==> config.mk <==
export PLATFORM = sky130hd
export DESIGN_NAME = ptbt_acc
export DESIGN_NICKNAME = d
export VERILOG_FILES = /design/src/ptbt_pkg.sv /design/src/ptbt_acc.sv
export SDC_FILE = /design/constraint.sdc
export NUM_CORES = 1
export LEC_CHECK = 0
export ABC_AREA = 1
export BUFFER_PORTS_ARGS = -buffer_cell sky130_fd_sc_hd__clkbuf_2
export CAP_MARGIN = 20
export CORE_MARGIN = 2
export CORE_UTILIZATION = 40
export CTS_BUF_LIST = sky130_fd_sc_hd__clkbuf_16
export CTS_CLUSTER_DIAMETER = 40
export DETAILED_ROUTE_END_ITERATION = 8
export HOLD_SLACK_MARGIN = 0.02
export PLACE_DENSITY_LB_ADDON = 0.1
export SLEW_MARGIN = 15
export SYNTH_ARGS = -nofsm -noshare
export SYNTH_HDL_FRONTEND = slang
export SYNTH_SLANG_ARGS = --single-unit
==> constraint.sdc <==
create_clock -name aclk -period 9.8 [get_ports aclk]
set_clock_uncertainty 0.2 [all_clocks]
set_input_delay 0.98 -clock aclk [delete_from_list [all_inputs] [get_ports aclk]]
set_output_delay 0.98 -clock aclk [all_outputs]
set_load 0.01 [all_outputs]
==> src/ptbt_pkg.sv <==
package ptbt_pkg;

    // command codes
    localparam logic [2:0] CMD_GET   = 3'd0;
    localparam logic [2:0] CMD_SET   = 3'd1;
    localparam logic [2:0] CMD_FILL  = 3'd2;
    localparam logic [2:0] CMD_CLEAR = 3'd3;
    localparam logic [2:0] CMD_SUM   = 3'd4;

    // register index as decoded from paddr[2]
    localparam logic REG_ROWS_IN_USE = 1'b0;

    localparam int ROW_BITS        = 64;
    localparam int ENTRY_BITS      = 2;
    localparam int ENTRIES_PER_ROW = 32;
    localparam int ROWSUM_W        = 7;
    localparam int SUM_W           = 13;

    localparam logic [SUM_W-1:0] SUM_MAX = 13'd8191;

    // control from the sequencer to the sum unit
    typedef struct packed {
        logic clr;
        logic vld;
    } acc_ctrl_t;

endpackage

==> src/ptbt_acc.sv <==
module ptbt_acc
    import ptbt_pkg::*;
(
    input  logic                aclk,
    input  logic                aresetn,
    input  acc_ctrl_t           ctrl,
    input  logic [ROW_BITS-1:0] row_data,
    output logic [SUM_W-1:0]    sum,
    output logic                busy
);

    logic [ROWSUM_W-1:0] rs_reg;
    logic                rs_vld_reg;
    logic [SUM_W-1:0]    acc_reg;
    logic [SUM_W-1:0]    acc_next;
    logic [SUM_W:0]      acc_wide;

    // balanced adder tree over the 32 entries of one row
    function automatic logic [ROWSUM_W-1:0] row_sum(input logic [ROW_BITS-1:0] r);
        logic [2:0] l0 [16];
        logic [3:0] l1 [8];
        logic [4:0] l2 [4];
        logic [5:0] l3 [2];
        for (int i = 0; i < 16; i++) begin
            l0[i] = 3'(r[4*i +: 2]) + 3'(r[4*i+2 +: 2]);
        end
        for (int i = 0; i < 8; i++) begin
            l1[i] = 4'(l0[2*i]) + 4'(l0[2*i+1]);
        end
        for (int i = 0; i < 4; i++) begin
            l2[i] = 5'(l1[2*i]) + 5'(l1[2*i+1]);
        end
        for (int i = 0; i < 2; i++) begin
            l3[i] = 6'(l2[2*i]) + 6'(l2[2*i+1]);
        end
        return 7'(l3[0]) + 7'(l3[1]);
    endfunction

    // saturating accumulate
    always_comb begin
        acc_wide = {1'b0, acc_reg} + (SUM_W+1)'(rs_reg);
        if (acc_wide > {1'b0, SUM_MAX}) begin
            acc_next = SUM_MAX;
        end else begin
            acc_next = acc_wide[SUM_W-1:0];
        end
    end

    always_ff @(posedge aclk) begin
        if (!aresetn) begin
            rs_vld_reg <= 1'b0;
            acc_reg    <= '0;
        end else begin
            rs_vld_reg <= ctrl.vld;
            if (ctrl.clr) begin
                acc_reg <= '0;
            end else if (rs_vld_reg) begin
                acc_reg <= acc_next;
            end
        end
    end

    always_ff @(posedge aclk) begin
        rs_reg <= row_sum(row_data);
    end

    assign sum  = acc_reg;
    assign busy = rs_vld_reg;

endmodule

; Word level (Yosys, flattened, before mapping)
; Cells that the tools add are included.
; Widths: inputs -> output; s select.
[op_classes]
mux = 1
bitwise_logic = 1
order_cmp = 1
addsub = 32
reduce_logical = 1
[ops]
columns = cell, n
row1 = $add 2x2->3, 16
row2 = $add 3x3->4, 8
row3 = $add 4x4->5, 4
row4 = $add 13x7->14, 1
row5 = $gt 14x13->1 const B, 1
row6 = $mux 13, 1
row7 = $add 5x5->6, 2
row8 = $add 6x6->7, 1
row9 = $reduce_or 2->1, 1
row10 = $not 1->1, 1
[totals]
word_cells = 39
regBits = 21
input_bits = 68
output_inout_bits = 14

; Longest topological paths before layout
[depth]
word_depth = 5
depth_mapped = 20
mapped_depth_nobuf = 20

; Worst setup path after synthesis
; No wires, ideal clock.
[synth_path]
kind = input to register
from = input port row_data[7]
to = register rs_reg[5]
t_arrival_ns = 5.617
path_stages = 16
setup_ns = 0.072
slack_ns = 3.911
path_buffers = 0
path_cell_list = inv_1 fa_1 inv_1 fa_1 fa_1 fa_1 fa_1 fa_1 inv_1 fa_1 inv_1 ha_1 inv_1 fa_1 o221ai_1 xor2_1
[synth_via]
elab_chain_len = 5
[synth_lines]
columns = item, line
row1 = start: declaration, ptbt_acc.sv:7  ; input logic [ROW_BITS-1:0] row_data,
row2 = $add 2x2->3, ptbt_acc.sv:25  ; l0[i] = 3'(r[4*i +: 2]) + 3'(r[4*i+2 +: 2]);
row3 = $add 3x3->4, ptbt_acc.sv:28  ; l1[i] = 4'(l0[2*i]) + 4'(l0[2*i+1]);
row4 = $add 4x4->5, ptbt_acc.sv:31  ; l2[i] = 5'(l1[2*i]) + 5'(l1[2*i+1]);
row5 = $add 5x5->6, ptbt_acc.sv:34  ; l3[i] = 6'(l2[2*i]) + 6'(l2[2*i+1]);
row6 = $add 6x6->7, ptbt_acc.sv:36  ; return 7'(l3[0]) + 7'(l3[1]);
row7 = end signal: assignment, ptbt_acc.sv:64  ; rs_reg <= row_sum(row_data);
row8 = end: declaration, ptbt_acc.sv:12  ; logic [ROWSUM_W-1:0] rs_reg;
; No other way between the ends.
; A chain may end at the register's enable or synchronous reset.

; Worst setup path after layout
; Ends and elaborated chain as after synthesis.

==> metrics.csv <==
metric,value,unit
die_w,90.1,um
synth.area.mux_share,0.00675,
ys_seq_elements,21,
avgSynthCellArea,8.96,um^2
cts_tree,built,
htreeDepth,1,
cp_data_arrival_time,5.85,ns
min_path_type,register to register,
drv_slew,0,
fmax,171,MHz
cap_violations,0,
final_util,0.494,
end_kind,register,
place.gp.congestion,0.772,
grt_pass1_wl,8660,um
io_pins,82,
crit_path_top_delay_cell,fa_1,
vias,2167,
post-cts-setup-buffer-count,0,
max_stage_delay,0.54,ns
largest_reg_flops,13,
grt_usage,0.127,
crit_start,row_data[7],
r2r-end,sum[6]$_SDFFE_PP0P_,
firstDrtPassIters,4,
areaGrowthSynthToFinish,20.2,%
synth_top_family_by_area,adder cells,
grt_overflow,0,
multi_input_area,2100,um^2
drive_gt1_frac,0.254,
syn_area,2970,um^2
die_h,90.1,um
endpoint,rs_reg[5]$_DFF_P_,
n_antenna_cell,0,
route.detailed.wl_per_inst,9.73,um
dieArea,8120,um^2
postCtsHoldBufs,0,
synthDistinctLibCells,32,
postSynthCellCount,331,
synth_adder_area_share,0.496,
fin_crit_sh,0.598,
criticalPathCategory,input pin to register,
port_buffers,81,
holdPathStages,3,
fin_nets,564,
tns,0,ns
reg2reg_setup_slack,7.91,ns
coreArea,7210,um^2
yosysSeqAreaShare,0.142,
synth-simple-area-share,0.141,
period_needed,5.86,ns
synth_xor_area_frac,0.0207,
hold-worst-slack,0.343,ns
rsz0062_at_grt,false,
cts_buffer_depth,2,
antenna_found_initial,0,
routed_wl,4990,um
hpwlAfterDp,4730,um
outcome,completed,
cts-buffers-inserted,3,
relSlewSlack,0.476,
grt_pass1_vias,2146,
syn_nets,480,
drtIter0Drc,70,
ctsResizeCount,0,
num_rows,31,
hold_violations,0,
rr_worst_depth,10,
cp_common_cell,fa_1,
drc,0,
grt_max_degree,20,
viasPerCell,4.22,
r2r-start,sum[0]$_SDFFE_PP0P_,
start_kind,input pin,
drtAntennaViolNets,0,
seq_area,420,um^2
worstPathCellList,clkbuf_2 -> inv_1 -> fa_1 -> inv_1 -> fa_1 -> fa_1 -> fa_1 -> fa_1 -> fa_1 -> inv_1 -> fa_1 -> inv_1 -> ha_1 -> inv_1 -> fa_1 -> o221ai_1 -> xor2_1,
crit_fanout,2,
worst_pin_slew,0.785,ns
nFillCells,725,
clock-sinks,21,
cp.required,9.78,ns
root_buffer,clkbuf_16,
yosysWarningCount,0,
setup_violations,0,
synth-compound-area-share,0.0422,
worstSkewPairLatency,0.25,ns
clk_pin_slew,0.06,ns
initial_utilization,0.411,
==> cells in the final DEF (no fill, tap or decap), types with 5 or more instances in the layout <==
master | synthesis | final
a21oi_1 | 7 | 7
o21ai_0 | 5 | 5
xor2_1 | 5 | 5
nor2_1 | 13 | 13
fa_1 | 61 | 61
nand2_1 | 40 | 40
inv_1 | 114 | 114
ha_1 | 20 | 20
clkbuf_2 | 0 | 81
nand2_2 | 5 | 5
dfxtp_1 | 21 | 21
nand3_1 | 10 | 10
==> per-stage QoR <==
| stage | instance area [um^2] | setup slack, ns | cells |
|---|---|---|---|
| 2_1_floorplan | 2970 | 3.91 | 331 |
| 3_3_place_gp | 3480 | 3.67 | 509 |
| 3_5_place_dp | 3480 | 3.62 | 509 |
| 4_1_cts | 3560 | 3.88 | 513 |
| 5_1_grt | 3560 | 3.75 | 513 |
| 6_report | 3560 | 3.94 | 513 |
==> cells by family (layout without fill, tap and decap cells) <==
| logic type | Yosys count | count (layout) |
|---|---|---|
| AOI/OAI and AO/OA | 20 | 20 |
| xor gates and xnor gates | 7 | 7 |
| adders and majority gates | 81 | 81 |
| buffers and inverters | 119 | 202 |
| DFF | 21 | 21 |
| muxes | 2 | 2 |
| and+or+nand+nor | 81 | 81 |
==> layer usage <==
metal	routed length [um]	up-vias	GRT usage
met5	0	-	0
met4	27	0	0.0154
met3	171	2	0.0184
met2	2620	41	0.236
met1	2180	1008	0.160
li1	-	1116	-
==> worst min-delay path by stage <==
stage / endpoint / startpoint / slack [ns]
4_1_cts: sum[11]$_SDFFE_PP0P_ / sum[11]$_SDFFE_PP0P_ / 0.35
2_1_floorplan: sum[11]$_SDFFE_PP0P_ / sum[11]$_SDFFE_PP0P_ / 0.35
5_1_grt: sum[11]$_SDFFE_PP0P_ / sum[11]$_SDFFE_PP0P_ / 0.38
3_5_place_dp: sum[11]$_SDFFE_PP0P_ / sum[11]$_SDFFE_PP0P_ / 0.33
3_3_place_gp: sum[11]$_SDFFE_PP0P_ / sum[11]$_SDFFE_PP0P_ / 0.32
6_report: sum[11]$_SDFFE_PP0P_ / sum[11]$_SDFFE_PP0P_ / 0.34
==> area by class of cell <==
type,count,share of cell area
clock buffers,3,0.0211
flip-flops and latches,21,0.118
well taps,99,0.0347
repair buffers,81,0.114
inverters,117,0.123
multi-input cells,191,0.588
clock inverters,1,0.00140
==> synthesized netlist by cell type <==
cell type  number  area share
o221ai_1        1      0.0030
buf_4           1      0.0025
nor2_2          1      0.0021
nand2_1        40       0.051
nand3_2         3       0.010
o21ai_0         5      0.0084
nand4_1         2      0.0042
inv_1         114        0.14
nor3_4          1      0.0055
nand2_4         1      0.0038
nand3_4         1      0.0059
a21oi_2         1      0.0030
nand2_2         5       0.011
ha_1           20       0.084
buf_1           1      0.0013
xor2_1          5       0.015
dfxtp_1        21        0.14
a21o_1          1      0.0025
nor2_1         13       0.016
xnor2_1         2      0.0059
or2_2           1      0.0021
a21oi_1         7       0.012
nor3_1          1      0.0017
a31oi_1         3      0.0063
mux2i_1         2      0.0067
o21ai_1         1      0.0017
fa_1           61        0.41
inv_2           3      0.0038
nand3_1        10       0.017
nor2_4          1      0.0038
nand4_4         1      0.0072
a21oi_4         1      0.0055
==> worst max-delay path, delay by kind of cell <==
kind | cells | cell delay, ns
AO/OA/AOI/OAI | 1 | 0.23
XOR/XNOR | 1 | 0.15
adder cells (fa/ha/maj) | 9 | 4.15
buffers and inverters | 6 | 0.33
Power is not shown: default switching activity piles up to over one toggle a cycle in this logic, so the estimate is an artifact.
